File: src/sv/cam_pkg.sv
// ----------------------------------------------------------------------------
// cam_pkg
// shared types and codes of the cdr aligned marshaller
// ----------------------------------------------------------------------------
package cam_pkg;

   // command codes of the request beat
   localparam logic [2:0] OP_BYTE     = 3'd0;
   localparam logic [2:0] OP_BOOL     = 3'd1;
   localparam logic [2:0] OP_SHORT    = 3'd2;
   localparam logic [2:0] OP_LONG     = 3'd3;
   localparam logic [2:0] OP_LONGLONG = 3'd4;
   localparam logic [2:0] OP_RESTART  = 3'd5;

   localparam int unsigned VALUE_WIDTH = 64;
   localparam int unsigned BYTE_WIDTH  = 8;

   typedef struct packed {
      logic [2:0]             cmd;
      logic [VALUE_WIDTH-1:0] value;
   } cam_req_type;

   typedef struct packed {
      logic [BYTE_WIDTH-1:0] out_byte;
      logic                  is_pad;
      logic                  last;
   } cam_rsp_type;

   typedef enum logic [1:0] {
      KIND_VALUE,
      KIND_RESTART,
      KIND_NONE
   } cam_kind_type;

   typedef enum logic [1:0] {
      ST_IDLE,
      ST_PAD,
      ST_DATA
   } cam_state_type;

   // controller to datapath
   typedef struct packed {
      logic load;
      logic restart;
      logic emit_pad;
      logic emit_data;
   } cam_cmd_type;

   // datapath to controller
   typedef struct packed {
      cam_kind_type req_kind;
      logic         pad_needed;
      logic         pad_final;
      logic         data_final;
      logic         out_free;
   } cam_status_type;

endpackage

File: src/sv/cam_stream_if.sv
// ----------------------------------------------------------------------------
// cam_stream_if
// valid/ready channel carrying one payload beat
// ----------------------------------------------------------------------------
interface cam_stream_if #(
   parameter type payload_type = logic
);
   logic        valid;
   logic        ready;
   payload_type data;

   modport source (output valid, output data, input ready);
   modport sink   (input valid, input data, output ready);
endinterface

File: src/sv/cam_datapath.sv
// ----------------------------------------------------------------------------
// cam_datapath
// offset tracking, pad count, byte shifter and output register
// ----------------------------------------------------------------------------
module cam_datapath (
   input  logic                    clock,
   input  logic                    reset,
   input  cam_pkg::cam_cmd_type    cmd,
   input  cam_pkg::cam_req_type    req_data,
   input  logic                    rsp_ready,
   output cam_pkg::cam_status_type status,
   output logic                    rsp_valid,
   output cam_pkg::cam_rsp_type    rsp_data
);
   import cam_pkg::*;

   logic [2:0]             offset_ff, offset_in;
   logic                   rsp_valid_ff, rsp_valid_in;
   cam_rsp_type            rsp_data_ff, rsp_data_in;
   logic [VALUE_WIDTH-1:0] shift_ff, shift_in;
   logic [2:0]             pad_cnt_ff, pad_cnt_in;
   logic [2:0]             byte_cnt_ff, byte_cnt_in;
   logic [2:0]             mask_ff, mask_in;

   logic [2:0]             size_mask;
   logic [2:0]             load_pad;
   cam_kind_type           req_kind;
   logic [VALUE_WIDTH-1:0] aligned;

   // decode of the request beat
   always_comb begin
      size_mask = 3'd0;
      req_kind  = KIND_NONE;
      aligned   = req_data.value;
      unique case (req_data.cmd)
         OP_BYTE: begin
            req_kind = KIND_VALUE;
            aligned  = {req_data.value[7:0], 56'd0};
         end
         OP_BOOL: begin
            req_kind = KIND_VALUE;
            aligned  = {7'd0, |req_data.value[7:0], 56'd0};
         end
         OP_SHORT: begin
            req_kind  = KIND_VALUE;
            size_mask = 3'd1;
            aligned   = {req_data.value[15:0], 48'd0};
         end
         OP_LONG: begin
            req_kind  = KIND_VALUE;
            size_mask = 3'd3;
            aligned   = {req_data.value[31:0], 32'd0};
         end
         OP_LONGLONG: begin
            req_kind  = KIND_VALUE;
            size_mask = 3'd7;
         end
         OP_RESTART: begin
            req_kind = KIND_RESTART;
         end
         default: begin
            req_kind = KIND_NONE;
         end
      endcase
   end

   // bytes up to the next multiple of the size
   assign load_pad = (3'd0 - offset_ff) & size_mask;

   assign status.req_kind   = req_kind;
   assign status.pad_needed = (load_pad != 3'd0);
   assign status.pad_final  = (pad_cnt_ff == 3'd1);
   assign status.data_final = (byte_cnt_ff == 3'd0);
   assign status.out_free   = !rsp_valid_ff || rsp_ready;

   always_comb begin
      offset_in    = offset_ff;
      rsp_valid_in = rsp_valid_ff && !rsp_ready;
      rsp_data_in  = rsp_data_ff;
      shift_in     = shift_ff;
      pad_cnt_in   = pad_cnt_ff;
      byte_cnt_in  = byte_cnt_ff;
      mask_in      = mask_ff;
      if (cmd.load) begin
         shift_in    = aligned;
         pad_cnt_in  = load_pad;
         byte_cnt_in = size_mask;
         mask_in     = size_mask;
      end
      if (cmd.restart) begin
         offset_in = 3'd0;
      end
      if (cmd.emit_pad) begin
         offset_in            = offset_ff + 3'd1;
         pad_cnt_in           = pad_cnt_ff - 3'd1;
         rsp_valid_in         = 1'b1;
         rsp_data_in.out_byte = '0;
         rsp_data_in.is_pad   = 1'b1;
         rsp_data_in.last     = 1'b0;
      end
      if (cmd.emit_data) begin
         offset_in            = offset_ff + 3'd1;
         byte_cnt_in          = byte_cnt_ff - 3'd1;
         shift_in             = {shift_ff[VALUE_WIDTH-BYTE_WIDTH-1:0], {BYTE_WIDTH{1'b0}}};
         rsp_valid_in         = 1'b1;
         rsp_data_in.out_byte = shift_ff[VALUE_WIDTH-1 -: BYTE_WIDTH];
         rsp_data_in.is_pad   = 1'b0;
         rsp_data_in.last     = (byte_cnt_ff == 3'd0);
      end
   end

   always_ff @(posedge clock) begin
      if (reset) begin
         offset_ff    <= 3'd0;
         rsp_valid_ff <= 1'b0;
      end else begin
         offset_ff    <= offset_in;
         rsp_valid_ff <= rsp_valid_in;
      end
   end

   always_ff @(posedge clock) begin
      rsp_data_ff <= rsp_data_in;
      shift_ff    <= shift_in;
      pad_cnt_ff  <= pad_cnt_in;
      byte_cnt_ff <= byte_cnt_in;
      mask_ff     <= mask_in;
   end

   assign rsp_valid = rsp_valid_ff;
   assign rsp_data  = rsp_data_ff;

   // never overwrite a result beat that is still waiting
   a_emit_into_free_slot: assert property (@(posedge clock) disable iff (reset)
      (cmd.emit_pad || cmd.emit_data) |-> (!rsp_valid_ff || rsp_ready))
      else $error("emit while output register busy");

   // a pad beat is only issued while pad bytes remain
   a_pad_count_left: assert property (@(posedge clock) disable iff (reset)
      cmd.emit_pad |-> (pad_cnt_ff != 3'd0))
      else $error("pad beat with no pad left");

   // after the final value byte the offset is a multiple of the size
   a_aligned_after_value: assert property (@(posedge clock) disable iff (reset)
      (cmd.emit_data && (byte_cnt_ff == 3'd0)) |=> ((offset_ff & mask_ff) == 3'd0))
      else $error("stream offset misaligned after value");

endmodule

File: src/sv/cam_ctrl.sv
// ----------------------------------------------------------------------------
// cam_ctrl
// sequencer stepping through pad and value bytes of one request
// ----------------------------------------------------------------------------
module cam_ctrl (
   input  logic                    clock,
   input  logic                    reset,
   input  logic                    req_valid,
   output logic                    req_ready,
   input  cam_pkg::cam_status_type status,
   output cam_pkg::cam_cmd_type    cmd
);
   import cam_pkg::*;

   cam_state_type state_ff, state_in;
   logic          accept;

   assign accept = req_valid && req_ready;

   always_ff @(posedge clock) begin
      if (reset) begin
         state_ff <= ST_IDLE;
      end else begin
         state_ff <= state_in;
      end
   end

   always_comb begin
      state_in      = state_ff;
      req_ready     = 1'b0;
      cmd.load      = 1'b0;
      cmd.restart   = 1'b0;
      cmd.emit_pad  = 1'b0;
      cmd.emit_data = 1'b0;
      unique case (state_ff)
         ST_IDLE: begin
            req_ready = 1'b1;
            if (accept) begin
               unique case (status.req_kind)
                  KIND_VALUE: begin
                     cmd.load = 1'b1;
                     state_in = status.pad_needed ? ST_PAD : ST_DATA;
                  end
                  KIND_RESTART: begin
                     cmd.restart = 1'b1;
                  end
                  default: begin
                  end
               endcase
            end
         end
         ST_PAD: begin
            if (status.out_free) begin
               cmd.emit_pad = 1'b1;
               if (status.pad_final) begin
                  state_in = ST_DATA;
               end
            end
         end
         ST_DATA: begin
            if (status.out_free) begin
               cmd.emit_data = 1'b1;
               if (status.data_final) begin
                  state_in = ST_IDLE;
               end
            end
         end
         default: begin
            state_in = ST_IDLE;
         end
      endcase
   end

   // requests are taken only between items
   a_load_only_idle: assert property (@(posedge clock) disable iff (reset)
      (cmd.load || cmd.restart) |-> (state_ff == ST_IDLE))
      else $error("request taken mid item");

   // a value item always ends back in idle after its final byte
   a_final_to_idle: assert property (@(posedge clock) disable iff (reset)
      (cmd.emit_data && status.data_final) |=> (state_ff == ST_IDLE))
      else $error("sequencer missed end of item");

endmodule

File: src/sv/cdr_aligned_marshaller_top.sv
// ----------------------------------------------------------------------------
// cdr_aligned_marshaller_top
// big-endian cdr marshaller with natural alignment
// ----------------------------------------------------------------------------
// Each request beat carries a command and a 64-bit value. Bytes and booleans
// (nonzero low byte becomes 1) give one result beat; 2-, 4- and 8-byte values
// first give zero pad beats (is_pad set) until the running stream offset is a
// multiple of the size, then the value bytes most significant first, with
// last set on the final one. A restart command clears the offset and gives no
// result; unused command codes are dropped. The block takes one request,
// then sends one result beat per cycle while the output register is free: an
// item is accepted, then gives one beat per pad and value byte, stepped by
// the byte sequencer. Restart and unused commands end when they are accepted.
// A new request is accepted while the final result beat of the previous one
// still waits to be taken.
// ----------------------------------------------------------------------------
module cdr_aligned_marshaller_top (
   input  logic        clock,
   input  logic        reset,
   cam_stream_if.sink   req_chan,
   cam_stream_if.source rsp_chan
);
   import cam_pkg::*;

   cam_cmd_type    cmd;      // sequencer commands
   cam_status_type status;   // datapath status back to the sequencer
   logic           req_ready;
   logic           rsp_valid;
   cam_rsp_type    rsp_data;

   // sequencer: owns request handshake and byte stepping
   cam_ctrl u_ctrl (
      .clock     (clock),
      .reset     (reset),
      .req_valid (req_chan.valid),
      .req_ready (req_ready),
      .status    (status),
      .cmd       (cmd)
   );

   // datapath: offset, pad count, shifter and output beat register
   cam_datapath u_datapath (
      .clock     (clock),
      .reset     (reset),
      .cmd       (cmd),
      .req_data  (req_chan.data),
      .rsp_ready (rsp_chan.ready),
      .status    (status),
      .rsp_valid (rsp_valid),
      .rsp_data  (rsp_data)
   );

   assign req_chan.ready = req_ready;
   assign rsp_chan.valid = rsp_valid;
   assign rsp_chan.data  = rsp_data;

endmodule

File: src/flat_wrapper.sv
// flat-port wrapper written by rule: the top's interface ports become plain ports
module cdr_aligned_marshaller_top_flat import cam_pkg::*;
  (clock, reset, req_chan_valid, req_chan_data, req_chan_ready, rsp_chan_valid, rsp_chan_data, rsp_chan_ready);
  cam_stream_if #(.payload_type(cam_req_type)) req_chan_i ();
  cam_stream_if #(.payload_type(cam_rsp_type)) rsp_chan_i ();
  input  logic clock;
  input  logic reset;
  input wire logic [$bits(req_chan_i.valid)-1:0] req_chan_valid;
  input wire logic [$bits(req_chan_i.data)-1:0] req_chan_data;
  output wire logic [$bits(req_chan_i.ready)-1:0] req_chan_ready;
  output wire logic [$bits(rsp_chan_i.valid)-1:0] rsp_chan_valid;
  output wire logic [$bits(rsp_chan_i.data)-1:0] rsp_chan_data;
  input wire logic [$bits(rsp_chan_i.ready)-1:0] rsp_chan_ready;
  assign req_chan_i.valid = req_chan_valid;
  assign req_chan_i.data = req_chan_data;
  assign req_chan_ready = req_chan_i.ready;
  assign rsp_chan_valid = rsp_chan_i.valid;
  assign rsp_chan_data = rsp_chan_i.data;
  assign rsp_chan_i.ready = rsp_chan_ready;
  cdr_aligned_marshaller_top u_core (.clock(clock), .reset(reset), .req_chan(req_chan_i), .rsp_chan(rsp_chan_i));
endmodule
File: config.mk
export PLATFORM = sky130hd
export DESIGN_NAME = cdr_aligned_marshaller_top_flat
export DESIGN_NICKNAME = d
export VERILOG_FILES = /design/src/sv/cam_pkg.sv /design/src/sv/cam_stream_if.sv /design/src/sv/cam_datapath.sv /design/src/sv/cam_ctrl.sv /design/src/sv/cdr_aligned_marshaller_top.sv /design/src/flat_wrapper.sv
export SDC_FILE = /design/constraint.sdc
export NUM_CORES = 1
export LEC_CHECK = 0
export BUFFER_PORTS_ARGS = -buffer_cell sky130_fd_sc_hd__clkbuf_2
export CAP_MARGIN = 20
export CORE_MARGIN = 3
export CORE_UTILIZATION = 25
export CTS_CLUSTER_DIAMETER = 200
export CTS_CLUSTER_SIZE = 24
export DETAILED_ROUTE_END_ITERATION = 10
export PLACE_DENSITY = 0.4
export SETUP_SLACK_MARGIN = 0.5
export SYNTH_ARGS = -nofsm -noshare
export SYNTH_HDL_FRONTEND = slang
export SYNTH_SLANG_ARGS = --single-unit
File: constraint.sdc
create_clock -name clock -period 7.65 [get_ports clock]
set_input_delay 0.3825 -clock clock [delete_from_list [all_inputs] [get_ports clock]]
set_output_delay 0.3825 -clock clock [all_outputs]
set_load 0.02 [all_outputs]
==> results by stage, run 1 <==
Floorplanning:
- From bottom edge to top edge, the die measures ~140 µm.
- The starting density of the core is 25.73%.
- In this run the horizontal extent of the chip is 137.1 µm.
- The placeable core region is 16,700 µm².
- The number of core rows is 47.
- The boundary pin count is between 80 and 90.
- The die covers 18,800 µm².

CTS:
- The maximum count of clock buffers along a single path is 2.
- The CTS tree is done.
- The total number of H-tree levels is 3.
- The post-cts repair resize count is 0.
- The clock edge transition at the registers on the reported setup and hold paths is 0.06 ns.
- Hold repair after CTS inserted 0 buffers.
- The cell at the root of the clock tree is clkbuf_16.
- Buffers inserted during clock tree synthesis total 9.
- The clock sink count is 86.
- The later pin in the worst-skew pair is clocked with a latency of 0.34 ns.
- The post-CTS setup buffer count is 0.

Timing:
- The hold violation total from the final report came to 0.
- The clock period could shrink to 2.706 ns.
- The setup total negative slack is 0 ns.
- Setup repair after global routing left no endpoint under its margin.
- The fmax is 0.3696 GHz.
- The final max-slew violation count is 0.
- The transition at the pin with the smallest max-transition slack is just under 0.8 ns.
- For the final database, setup skew stands at 0.01099 ns.
- The total of endpoints with negative setup slack in the final report is 0.
- The final critical-path share of the clock period is 35.37%.
- The relative slew slack is 47.20%.

Placement:
- Port buffering added 82 buffers.
- The total cell area at the placement stage is a little under 5000 µm².
- The congestion estimate from routability-driven global placement came to 0.7573.
- The wire-length estimate of the detail-placed layout is 8.205 mm.

Final layout:
- The area used by sequential logic in the layout is 2432 µm².
- The final net count is just over 500.
- The layout has 1,736 filler cells.
- The share of the core filled with cells in the final layout is between 30 and 40%.
- The post-route netlist has 26.76% of its cells at a drive strength greater than 1.
- Compared with the post-synthesis result, the final layout area differs by 20.00%.
- The multi-input combinational cells in the finished layout cover a total of 1645 µm².
- The area of all placed cells without fillers is 5157 µm².
- The repair_antennas step left the layout with diodes totalling 0.

Synth:
- The number of nets in the synthesized netlist is 444.
- After Yosys synthesis, full adders, half adders and majority gates account for 1.747% of the synthesized area.
- For this run, the leading register cell type out of synthesis is edfxtp_1.
- Counting flops and latches in the post-synthesis netlist gives 86.
- The post-synth design cell area is 4298 µm².
- The number of distinct library cells after synthesis is 43.
- The number of warnings issued by yosys is 0.
- The share of synthesized area occupied by flip-flops and latches is 56.59%.
- The proportion of register bits with asynchronous set or reset after synthesis is 0%.
- The simple logic cell fraction of the synthesized area is 11.44%.
- Multiplexer cells account for 4.629% of the synthesized area.
- The synthesized netlist devotes 19.10% of its cell area to compound gates.
- By area, the combinational part of the netlist is dominated by compound AO/OA/AOI/OAI gates.
- The post-synthesis share of cell area spent on xor and xnor gates is between 1 and 1.5%.
- The number of enable-type register cells in the synthesized netlist is between 70 and 80.
- The synthesized netlist cell count is approximately 370.
- A synthesized cell averages roughly 12 µm².

Drt:
- The total via count in the routed design is 3,095.
- The first detailed-routing pass ran for 4 iterations.
- In this run the remaining antenna-violating nets after routing total 0.
- In the final routed layout, each cell accounts on average for 17.41 µm.
- The number of DRC markers after the initial detailed-route iteration is 180.
- In the routed layout, each cell is associated on average with a via count of 4.682.
- Wires add up to between 10 and 15 mm.
- For this run, design rule violations remaining after detail routing come to 0.

Power and ir drop:
- The maximum resistive drop on vdd is ~95 µV.
- Summed over all cells, the static leakage comes to 0.002001 µW.
- Dividing total power by cell area gives a power density of about 250 nW/µm².

Worst setup path:
- In this design, the stage delay of the slowest critical-path cell is around 0.52 ns.
- The dominant delay contributor by cell family on the critical path is buffers and inverters.
- The required time at the worst-slack endpoint is 7.63 ns.
- The class of the most critical setup path is in -> reg.
- Counting both buffers and inverters, the worst setup path holds a total of 3.
- The highest-delay cell along the critical path is buf_4.
- STA classifies the critical path endpoint as a flip-flop.
- Of all nets on the critical path, the largest fanout is 36.
- At the worst endpoint, the arrival time is 2.69 ns.
- The worst setup path is launched from an input port.
- Traced cell by cell, the critical path runs through clkbuf_2 > o21ai_4 > and3_1 > nor2_2 > inv_2 > buf_4.

Run:
- The max-cap violation count is 0.

Global route:
- The via count of the first global-routing pass is approximately 3,100.
- The residual overflow from global routing is 0.
- The first global-routing pass estimated 17.87 mm of wire.
- The initial antenna violation count is 0.
- Entering global routing, the biggest net connects 73 pins.
- The total routing usage reported by global routing is 12.77%.

Outcome:
- The run finished with clean final reports.

Worst hold path:
- The tightest min-delay check is of the in -> reg type.
-- cells in the final DEF, fill, tap and decap left out, drive strengths merged, types with 3 or more instances in the layout --
| cell type | n |
|---|---|
| clkbuf | 92 |
| edfxtp | 71 |
| o21ai | 43 |
| nand2 | 39 |
| a22o | 33 |
| a21oi | 17 |
| a22oi | 17 |
| dfxtp | 15 |
| nor2 | 13 |
| inv | 13 |
| mux2i | 12 |
| and2 | 8 |
| mux2 | 7 |
| nor3b | 7 |
| ha | 6 |
| nor2b | 5 |
| a211oi | 4 |
| nor3 | 4 |
| xnor2 | 4 |
| buf | 4 |
| nand3 | 4 |
| and3b | 3 |
| nand2b | 3 |
| a221oi | 3 |
-- cells in the mapped netlist (all sizes together) (2+ instances only) --
library cell | instances | area, µm²
clkbuf | 9 | 33.78
nor2 | 13 | 58.81
nor2b | 5 | 33.78
nand4 | 2 | 12.51
a22oi | 17 | 127.6
mux2i | 12 | 120.1
a21oi | 17 | 85.08
a22o | 33 | 289.0
and2 | 8 | 50.05
a221oi | 3 | 26.28
edfxtp | 71 | 2132
inv | 11 | 41.29
ha | 6 | 75.07
xor2 | 2 | 17.52
a211oi | 4 | 30.03
mux2 | 7 | 78.83
and3b | 3 | 26.28
nor3b | 7 | 80.08
dfxtp | 15 | 300.3
nand2 | 39 | 146.4
nand2b | 3 | 18.77
nor3 | 4 | 20.02
o21ai | 43 | 230.2
xnor2 | 4 | 35.03
nand3 | 4 | 32.53
buf | 19 | 151.4
-- layer usage --
layer / vias up / global-route usage [%] / routed length [µm] / part of all wire, %
met5: - / 0 / 0 / 0
met2: 86 / 18.26 / 5031 / 44
met4: 0 / 4.989 / 213 / 1.9
met1: 1475 / 18.67 / 5703 / 50
met3: 13 / 2.794 / 560 / 4.9
li1: 1521 / - / - / -
-- registers in the layout, summed over array words and instances (netlist names) --
| register | count |
|---|---|
| u_core.u_datapath.byte_cnt_ff | 3 |
| u_core.u_datapath.rsp_valid | 1 |
| u_core.u_datapath.offset_ff | 3 |
| u_core.u_datapath.shift_ff | 64 |
| u_core.u_datapath.rsp_data | 10 |
| u_core.u_ctrl.state_ff | 2 |
| u_core.u_datapath.pad_cnt_ff | 3 |
-- metrics by stage --
stage / power [µW] / hold WS, ns / instances / setup slack [ns]
3_5_place_dp: 822.1 / 0.4577 / 645 / 4.542
6_report: 1283 / 0.3142 / 661 / 4.944
5_1_grt: 1350 / 0.3086 / 661 / 4.743
3_3_place_gp: 820.4 / 0.4585 / 645 / 4.583
2_1_floorplan: 751.8 / 0.4426 / 367 / 5.027
4_1_cts: 1305 / 0.2951 / 661 / 4.920
-- where the power goes --
| part | switching, µW | total [µW] | internal [µW] |
|---|---|---|---|
| registers | 20.9 | 610 | 589 |
| logic | 127 | 198 | 71.9 |
| clock network | 186 | 475 | 289 |
| total | 333 | 1280 | 950 |
-- final timing paths --
path	startpoint	end	slack [ns]	depth (start not counted)
hold / removal	reset	u_core.u_datapath.offset_ff[1]$_SDFFE_PP0P_	0.31	2
setup / recovery	req_chan_data[64]	u_core.u_datapath.shift_ff[54]$_DFFE_PP_	4.94	6
hold reg to reg	u_core.u_datapath.rsp_data[1]$_SDFFE_PP0P_	u_core.u_datapath.rsp_data[1]$_SDFFE_PP0P_	0.48	2
setup reg to reg	u_core.u_ctrl.state_ff[0]$_SDFFE_PP0P_	u_core.u_datapath.shift_ff[54]$_DFFE_PP_	5.11	5
-- area by class of cell --
cell class              count  share of cell area (%)
flip-flops and latches     86                   47.16
multi-input cells         242                   31.90
repair buffers             86                   8.540
well taps                 220                   5.337
clock buffers              10                   4.440
clock inverters             6                   1.820
inverters                  11                  0.8006
-- logic make-up after synthesis --
logic type               after synthesis
multiplexers                          19
flip-flops                            86
AO/OA/AOI/OAI                        121
AND/OR/NAND/NOR                       90
buffers and inverters                 39
XOR/XNOR                               6
adder cells (fa/ha/maj)                6
Power figures use the tool's default switching activity.
==> run 2, diff against run 1 <==
--- a/config.mk
+++ b/config.mk
@@ -5,6 +5,7 @@
 export SDC_FILE = /design/constraint.sdc
 export NUM_CORES = 1
 export LEC_CHECK = 0
+export ABC_AREA = 1
 export BUFFER_PORTS_ARGS = -buffer_cell sky130_fd_sc_hd__clkbuf_2
 export CAP_MARGIN = 20
 export CORE_MARGIN = 3
@@ -12,7 +13,7 @@
 export CTS_CLUSTER_DIAMETER = 200
 export CTS_CLUSTER_SIZE = 24
 export DETAILED_ROUTE_END_ITERATION = 10
-export PLACE_DENSITY = 0.4
+export PLACE_DENSITY = 0.42
 export SETUP_SLACK_MARGIN = 0.5
 export SYNTH_ARGS = -nofsm -noshare
 export SYNTH_HDL_FRONTEND = slang
==> constraint.sdc (replaced) <==
create_clock -name clock -period 2.4 [get_ports clock]
set_input_delay 0.12 -clock clock [delete_from_list [all_inputs] [get_ports clock]]
set_output_delay 0.12 -clock clock [all_outputs]
set_load 0.02 [all_outputs]
==> run 2 against run 1 <==
  * Wire length is 7.6% higher
  * Combinational power increased to 10 times the previous value
  * Flip-flop and latch count did not move
  * Via count rose by 15%
  * Final area up 2.3%
  * Utilization rose by 0.48 points
  * Setup slack got worse by 4.3 ns
  * Register-to-register slack got worse by 4.5 ns
  * Largest power group unchanged
  * Highest routed layer unchanged
==> results by stage, run 2 <==
Timing:
- Setup repair after global routing left no endpoint under its margin.
- The final worst slack is 0.6274 ns (-4.317 ns).
- The clock skew after layout is 0.004703 ns (-0.006287 ns).
- The total of endpoints with negative setup slack in the final report is 0 (unchanged).
- The transition at the pin with the smallest max-transition slack is 0.5470 ns (-0.2451 ns).
- The final hold slack is 0.1120 ns (-0.2023 ns).
- The hold violation total from the final report is 0 (unchanged).
- The worst path needs 1.773 ns of the cycle, external delays included.
- Based on the critical path, the design can be clocked at up to 0.5642 GHz.
- The setup total negative slack is 0 ns (unchanged).
- Dividing the final minimum period by the clock period gives 73.86%.
- The relative slew slack is 63.54% (+16 points).
- The final max-slew violation count is 0 (unchanged).

Power and ir drop:
- The maximum resistive drop on vdd is 369.7 µV (+290%).
- The static leakage power is 0.002219 µW (+11%).
- The power per standard cell area is 1140 nW/µm² (+360%).

Final layout:
- The area of all placed cells without fillers is 5274 µm² (+2.3%).
- The number of flip-flops in the largest register is 64 (unchanged).
- The final antenna diode count was 0 (unchanged).
- The layout-stage area growth over the synthesis result is 21.19%.
- In the layout the commonest cells are nand2_1 (109), clkbuf_2 (82), edfxtp_1 (71).
- The register with the most flip-flops in the final layout is u_core.u_datapath.shift_ff.
- The share of cells above drive strength 1 is 21.15% (-5.6 points).
- The number of fillers in the final layout came to 1,856 (+6.9%).
- The share of the core filled with cells in the final layout is 31.36% (+0.48 points).
- The leading cell type in the layout, fill and taps excluded is nand2_1.
- The final net count is 630 (+23%).

Drt:
- The number of DRC markers after the initial detailed-route iteration is 230 (+28%).
- The number of remaining DRC errors is 0 (unchanged).
- The antenna violation net count after detailed routing is 0 (unchanged).
- The via-per-instance ratio came to 4.566 (-2.5%).
- The post-detailed-route wirelength per cell is 15.92 µm (-8.6%).
- The final wirelength is 12.38 mm (+7.6%).
- The total via count in the routed design is 3,552 (+15%).
- The first-pass iteration count of the detailed router is 4 (unchanged).

Worst setup path:
- Walking the worst path, the cells encountered are nor3_2 > nand2_2 > nand2_4 > buf_12.
- The critical path ends at u_core.u_datapath.shift_ff[34]$_DFFE_PP_.
- The register-to-register setup slack is 0.63 ns (-4.48 ns).
- The reg-to-reg critical path endpoint is u_core.u_datapath.shift_ff[34]$_DFFE_PP_.
- The required time at the worst-slack endpoint came to 2.44 ns (-5.19 ns).
- The highest-delay cell along the critical path is dfxtp_1.
- The critical path is of the reg -> reg type.
- The number of cell instances on the worst register-to-register path was 4 (-1).
- The kind of start point of the critical path is a flip-flop.
- The most critical setup path has its startpoint at u_core.u_ctrl.state_ff[0]$_SDFFE_PP0P_.
- The top fanout value on the critical path is 36 (unchanged).
- The sort of element at the end of the critical path is a flip-flop.
- The largest incremental delay on the critical path is 0.35 ns (-0.17 ns).
- The arrival time reported for the critical path endpoint came to 1.81 ns (-0.88 ns).
- In this run the critical register-to-register path is launched from u_core.u_ctrl.state_ff[0]$_SDFFE_PP0P_.

Floorplanning:
- The placeable core region was 16,820 µm² (+0.70%).
- The width of the die is 137.9 µm (+0.60%).
- The vertical die dimension is 137.9 µm (+0.60%).
- The boundary pin count was 83 (unchanged).
- The number of core rows was 47 (unchanged).
- The starting density of the core is 25.87% (+0.14 points).
- The overall die area was 19,030 µm² (+1.2%).

Synth:
- The biggest area contributor in the post-synthesis netlist is edfxtp_1.
- The number of enable-type register cells in the synthesized netlist is 71 (unchanged).
- The flop and latch count out of synthesis came to 86 (unchanged).
- In the post-synthesis netlist, the cell with the most instances is nand2_1.
- In the post-synthesis netlist, the biggest area contributors are edfxtp_1 (49%), nand2_1 (9.4%), dfxtp_1 (6.9%), inv_1 (5.4%), o21ai_0 (4.7%).
- The number of warnings issued by yosys is 0 (unchanged).
- The average cell area after synthesis is 9.161 µm² (-22%).
- The number of distinct library cells after synthesis came to 29 (-33%).
- In the synthesized netlist, the cells that appear most often are nand2_1 (109), edfxtp_1 (71), inv_1 (63).
- The synthesized netlist cell count is 475 (+29%).
- The post-synth design cell area is 4352 µm² (+1.3%).
- The primary flip-flop cell chosen by synthesis mapping is edfxtp_1.
- The share of synthesized area occupied by flip-flops and latches is 55.89% (-0.70 points).
- The proportion of register bits with asynchronous set or reset after synthesis is 0% (unchanged).
- The total nets after synthesis is 552 (+24%).
- The share of the synthesized area in the top cell type is 48.99% (-0.61 points).

Global route:
- The via count of the first global-routing pass was 3,409 (+9.4%).
- The total routing usage reported by global routing is 13.39% (+0.62 points).
- The global-route wire length before repair is 18.99 mm (+6.3%).
- The residual overflow from global routing is 0 (unchanged).
- The pin count of the biggest net entering global routing is 50 (-32%).
- The initial antenna violation count came to 0 (unchanged).

CTS:
- The post-cts repair resize count is 0 (unchanged).
- The maximum count of clock buffers along a single path came to 2 (unchanged).
- The clock sink count is 86 (unchanged).
- The number of clock buffers inserted by TritonCTS is 9 (unchanged).
- The clock insertion delay at the later pin of the skew report came to 0.34 ns (about the same).
- The total number of H-tree levels is 3 (unchanged).
- In this run the clock root is driven by a clkbuf_16.
- TritonCTS built the clock tree.
- The post-CTS setup buffer count is 0 (unchanged).
- The clock edge transition at the registers on the reported setup and hold paths was 0.07 ns (about the same).

Worst hold path:
- The path class of the tightest hold or removal check is in -> reg.

Run:
- The max-cap violation count was 0 (unchanged).

Placement:
- The final weighted congestion in routability-driven placement is 0.8128 (+7.3%).
- The detailed placement HPWL is 8.977 mm (+9.4%).
- The number of port buffers was 82 (unchanged).
- The setup slack at placement is 0.6303 ns (-3.911 ns).
- The total cell area at the placement stage was 4999 µm² (+3.4%).

Outcome:
- The flow ran to the end, and the final reports show no timing, DRC or antenna violations.
run 2: cell types whose count changed after synthesis, sizes merged, moves of 8 or more:
cell / delta
o22ai: +10
a22oi: -17
o21ai: +19
nor2: +21
mux2i: -12
o32ai: +16
nand2: +73
inv: +59
and2: -8
a22o: -17
o31ai: +10
run 2: metrics by stage:
stage                     total power [µW]  cells
after CTS                             6088    778
after global routing                  6440    778
after global placement                4746    761
final                                 6012    778
after floorplan                       4157    475
after detailed placement              4784    761
run 2: worst min path at each step:
stage / start / to / slack, ns / depth (start not counted)
3_3_place_gp: reset / u_core.u_datapath.offset_ff[1]$_SDFFE_PP0P_ / 0.31 / 2
5_1_grt: req_chan_data[57] / u_core.u_datapath.shift_ff[57]$_DFFE_PP_ / 0.13 / 3
4_1_cts: req_chan_data[58] / u_core.u_datapath.shift_ff[58]$_DFFE_PP_ / 0.1 / 3
2_1_floorplan: reset / u_core.u_datapath.offset_ff[1]$_SDFFE_PP0P_ / 0.19 / 1
3_5_place_dp: reset / u_core.u_datapath.offset_ff[1]$_SDFFE_PP0P_ / 0.30 / 2
6_report: req_chan_data[58] / u_core.u_datapath.shift_ff[58]$_DFFE_PP_ / 0.11 / 3
run 2: logic make-up (layout without fill, tap and decap cells):
group | Yosys count | in the layout | synth area share, %
AO/OA/AOI/OAI | 126 | 126 | 18.17
XOR/XNOR | 2 | 2 | 0.4026
adder cells (fa/ha/maj) | 6 | 6 | 1.725
buffers and inverters | 94 | 177 | 8.769
flip-flops | 86 | 86 | 55.89
AND/OR/NAND/NOR | 161 | 161 | 15.04
run 2: area by class of cell:
class / instances / area (µm²) / area share, %
Sequential cell: 86 / 2432 / 46.12
Multi-Input combinational cell: 295 / 1543 / 29.25
Timing Repair Buffer: 91 / 493.0 / 9.348
Tap cell: 220 / 275.3 / 5.219
Inverter: 70 / 265.3 / 5.030
Clock buffer: 10 / 229.0 / 4.342
Clock inverter: 6 / 36.28 / 0.6880
run 2: power breakdown:
part	leakage (µW)	switching [µW]	internal [µW]
logic	0.00128	1370	617
registers	0.000819	198	2540
clock network	0.000124	589	697
run 2: worst max-delay path, delay by kind of cell, from the launching register on:
family | cells | cell delay [ns]
buffers and inverters | 1 | 0.27
DFF | 1 | 0.35
and+or+nand+nor | 3 | 0.80
run 2: what timing repair did:
item                                    CTS  global route
hold buffers                              1             0
endpoints found under the setup margin    0             0
hold endpoints to repair                  1             0
run 2: metal layers:
| metal | track usage [%] | share of wire [%] | vias to the layer above | routed length, µm |
|---|---|---|---|---|
| li1 | - | - | 1790 | - |
| met4 | 6.367 | 2.8 | 0 | 347 |
| met1 | 19.45 | 49 | 1646 | 6103 |
| met5 | 0 | 0 | - | 0 |
| met2 | 19.28 | 43 | 94 | 5348 |
| met3 | 2.286 | 4.7 | 22 | 584 |
==> run 3, diff against run 2 <==
==> constraint.sdc (replaced) <==
create_clock -name clock -period 1.6 [get_ports clock]
set_input_delay 0.08 -clock clock [delete_from_list [all_inputs] [get_ports clock]]
set_output_delay 0.08 -clock clock [all_outputs]
set_load 0.02 [all_outputs]
==> run 3 against run 2 <==
  * Utilization increased by 5.0 points
  * Count of clock-buffer cells in the layout unchanged
  * Final area rose by 16%
  * Flip-flop and latch count unchanged
  * First-iteration DRC count grew 7.8%
  * Register-to-register slack got worse by 0.42 ns
  * Via count is 5.7% higher
  * Sequential share of layout area shrank 6.1 points
  * Worst hold slack got worse by 0.032 ns
  * Power up 90%
  * Largest cell class unchanged
  * Highest routed layer unchanged
==> results by stage, run 3 (synthesis results as in run 2) <==
Timing:
- The relative slew slack is 71.86% (+8.3 points).
- The final critical-path share of the clock period was 86.88% (+13 points).
- Setup repair after global routing could not meet its margin everywhere.
- The final critical-path required period is 1.390 ns (-0.3825 ns).
- The clock skew after layout came to 0.007748 ns (+0.003046 ns).
- The total of endpoints with negative setup slack in the final report was 0 (unchanged).
- The setup total negative slack is 0 ns (unchanged).
- The fmax is 0.7194 GHz (+28%).
- The hold violation total from the final report is 0 (unchanged).
- The transition at the pin with the smallest max-transition slack is 0.4209 ns (-0.1260 ns).
- The final max-slew violation count is 0 (unchanged).

Worst setup path:
- The worst setup path is launched from a flip-flop.
- The top fanout value on the critical path was 17 (-53%).
- The worst register-to-register path begins at u_core.u_ctrl.state_ff[0]$_SDFFE_PP0P_.
- The sort of element at the end of the critical path is a flip-flop.
- The required time at the worst-slack endpoint is 1.65 ns (-0.79 ns).
- The number of cell instances on the worst register-to-register path was 4 (unchanged).
- The class of the most critical setup path is reg -> reg.
- The register-to-register setup slack was 0.21 ns (-0.42 ns).
- Walking the worst path, the cells encountered are nor3_4 > nand2_4 > nand2_8 > buf_16.
- The arrival time reported for the critical path endpoint is 1.44 ns (-0.37 ns).
- The endpoint identified for the worst register-to-register timing path is u_core.u_datapath.shift_ff[55]$_DFFE_PP_.
- The highest-delay cell along the critical path is dfxtp_4.
- The largest incremental delay on the critical path was 0.37 ns (+0.02 ns).

Final layout:
- The area of all placed cells without fillers is 6113 µm² (+16%).
- The share of cells above drive strength 1 was 34.63% (+13 points).
- The library cell used most frequently in the layout, excluding fill and tap cells, is nand2_1.
- The number of fillers in the final layout came to 1,764 (-5.0%).
- Counting flops per register, the top entry is u_core.u_datapath.shift_ff.
- The library cells used most frequently in the layout, excluding fill and tap cells, are nand2_1 (97), clkbuf_2 (81), edfxtp_1 (71).
- From synthesis to final layout, the design area changed by 40.48%.
- The final antenna diode count was 0 (unchanged).
- The number of flip-flops in the largest register is 64 (unchanged).
- The final net count is 664 (+5.4%).

Floorplanning:
- The number of core rows is 47 (unchanged).
- The width of the die is 137.9 µm (unchanged).
- The vertical die dimension was 137.9 µm (unchanged).
- The placeable core region was 16,820 µm² (unchanged).
- The boundary pin count is 83 (unchanged).
- The overall die area is 19,030 µm² (unchanged).
- The starting density of the core came to 25.87% (unchanged).

CTS:
- The number of clock buffers inserted by TritonCTS is 9 (unchanged).
- The total number of H-tree levels was 3 (unchanged).
- The cell at the root of the clock tree is clkbuf_16.
- The clock sink count is 86 (unchanged).
- The clock insertion delay at the later pin of the skew report came to 0.34 ns (about the same).
- TritonCTS built the clock tree.
- The maximum count of clock buffers along a single path came to 2 (unchanged).
- The clock edge transition at the registers on the reported setup and hold paths is 0.06 ns (about the same).

Global route:
- The residual overflow from global routing was 0 (unchanged).
- The global-route wire length before repair is 20.28 mm (+6.8%).
- The total routing usage reported by global routing is 14.47% (+1.1 points).
- The pin count of the biggest net entering global routing is 36 (-28%).
- The initial antenna violation count is 0 (unchanged).
- The via count of the first global-routing pass is 3,633 (+6.6%).

Drt:
- The number of remaining DRC errors was 0 (unchanged).
- The antenna violation net count after detailed routing is 0 (unchanged).
- The post-detailed-route wirelength per cell was 16.89 µm (+6.1%).
- The via-per-instance ratio came to 4.624 (+1.3%).
- The first-pass iteration count of the detailed router is 5 (+1).
- The total via count in the routed design was 3,755 (+5.7%).
- The final wirelength came to 13.71 mm (+11%).
- The number of DRC markers after the initial detailed-route iteration is 248 (+7.8%).

Placement:
- The detailed placement HPWL is 9.693 mm (+8.0%).
- The number of port buffers is 82 (unchanged).
- The total cell area at the placement stage came to 5155 µm² (+3.1%).
- The final weighted congestion in routability-driven placement is 0.8182 (+0.66%).

Power and ir drop:
- The power per standard cell area is 1868 nW/µm² (+64%).
- The static leakage power came to 0.002584 µW (+16%).
- The maximum resistive drop on vdd is 735.0 µV (+99%).

Worst hold path:
- For hold timing, the worst endpoint is u_core.u_datapath.shift_ff[57]$_DFFE_PP_.
- The type of the tightest min-delay check is in -> reg.
- The startpoint of the lowest-slack hold path is req_chan_data[57].
- The number of stages on the worst hold path is 3 (unchanged).

Run:
- The max-cap violation count came to 0 (unchanged).

Outcome:
- The run finished with clean final reports.
[run 3: cell count changes in the layout (fill, tap and decap cells not counted), sizes merged]
cell	previous run	this run
clkbuf	92	93
inv	71	72
buf	8	38
bufbuf	0	2
bufinv	0	2
clkinv	3	2
clkinvlp	2	1
[run 3: what timing repair did]
item / CTS / global route
buffers inserted: 14 / 5
pin swaps: 21 / 12
cloned: 4 / 2
resized for setup: 55 / 40
hold buffers: 1 / 0
setup endpoints to repair: 157 / 157
hold endpoints to repair: 1 / 0
[run 3: report_power, final]
part | internal, µW | leakage, µW | total, µW | switching [µW]
Sequential | 3840 | 0.000822 | 4180 | 339
Clock | 1360 | 0.000148 | 2230 | 868
Combinational | 2260 | 0.00161 | 5010 | 2750
[run 3: worst max-delay path by stage]
stage | to | slack [ns] | start | cells after the start
floorplan | u_core.u_datapath.byte_cnt_ff[0]$_DFFE_PP_ | 0.27 | u_core.u_ctrl.state_ff[1]$_SDFFE_PP0P_ | 3
global placement | u_core.u_datapath.byte_cnt_ff[0]$_DFFE_PP_ | 0.1 | u_core.u_ctrl.state_ff[0]$_SDFFE_PP0P_ | 7
detailed placement | u_core.u_datapath.shift_ff[57]$_DFFE_PP_ | 0.07 | u_core.u_ctrl.state_ff[1]$_SDFFE_PP0P_ | 5
CTS | u_core.u_datapath.shift_ff[8]$_DFFE_PP_ | 0.23 | u_core.u_ctrl.state_ff[1]$_SDFFE_PP0P_ | 4
global route | u_core.u_datapath.shift_ff[44]$_DFFE_PP_ | 0.17 | u_core.u_datapath.rsp_valid$_SDFF_PP0_ | 6
finish | u_core.u_datapath.shift_ff[55]$_DFFE_PP_ | 0.21 | u_core.u_ctrl.state_ff[0]$_SDFFE_PP0P_ | 4
[run 3: layout make-up]
| class | instances | area, µm² | share of cell area, % |
|---|---|---|---|
| multi-input cells | 295 | 1785 | 29.21 |
| well taps | 220 | 275.3 | 4.503 |
| repair inverters | 1 | 6.256 | 0.1023 |
| repair buffers | 124 | 997.2 | 16.31 |
| flip-flops and latches | 86 | 2446 | 40.01 |
| clock inverters | 6 | 83.83 | 1.371 |
| clock buffers | 10 | 229.0 | 3.745 |
| inverters | 70 | 290.3 | 4.748 |
[run 3: metrics by stage]
stage          power (µW)  hold WS, ns  setup WS [ns]  cells  util, %
2_1_floorplan        6322       0.1491         0.2685    475        -
3_3_place_gp         7479       0.2603        0.09599    770    30.65
3_5_place_dp         7567       0.2616        0.07324    770    30.65
4_1_cts             10920      0.05485         0.2276    805    34.92
5_1_grt             12120       0.1073         0.1735    812    36.35
6_report            11420      0.07987         0.2099    812    36.35
[run 3: critical path: cells and delay by family (launching register included)]
| family | cells | cell delay, ns |
|---|---|---|
| flip-flops | 1 | 0.37 |
| buffers and inverters | 1 | 0.18 |
| AND/OR/NAND/NOR | 3 | 0.54 |
[run 3: metal layers]
layer  vias to the layer above  GRT usage (%)  routed length [µm]
li1                       1864              -                   -
met1                      1774          20.34                6425
met2                       100          22.21                6341
met3                        17          2.177                 637
met4                         0          6.147                 308
met5                         -              0                   0
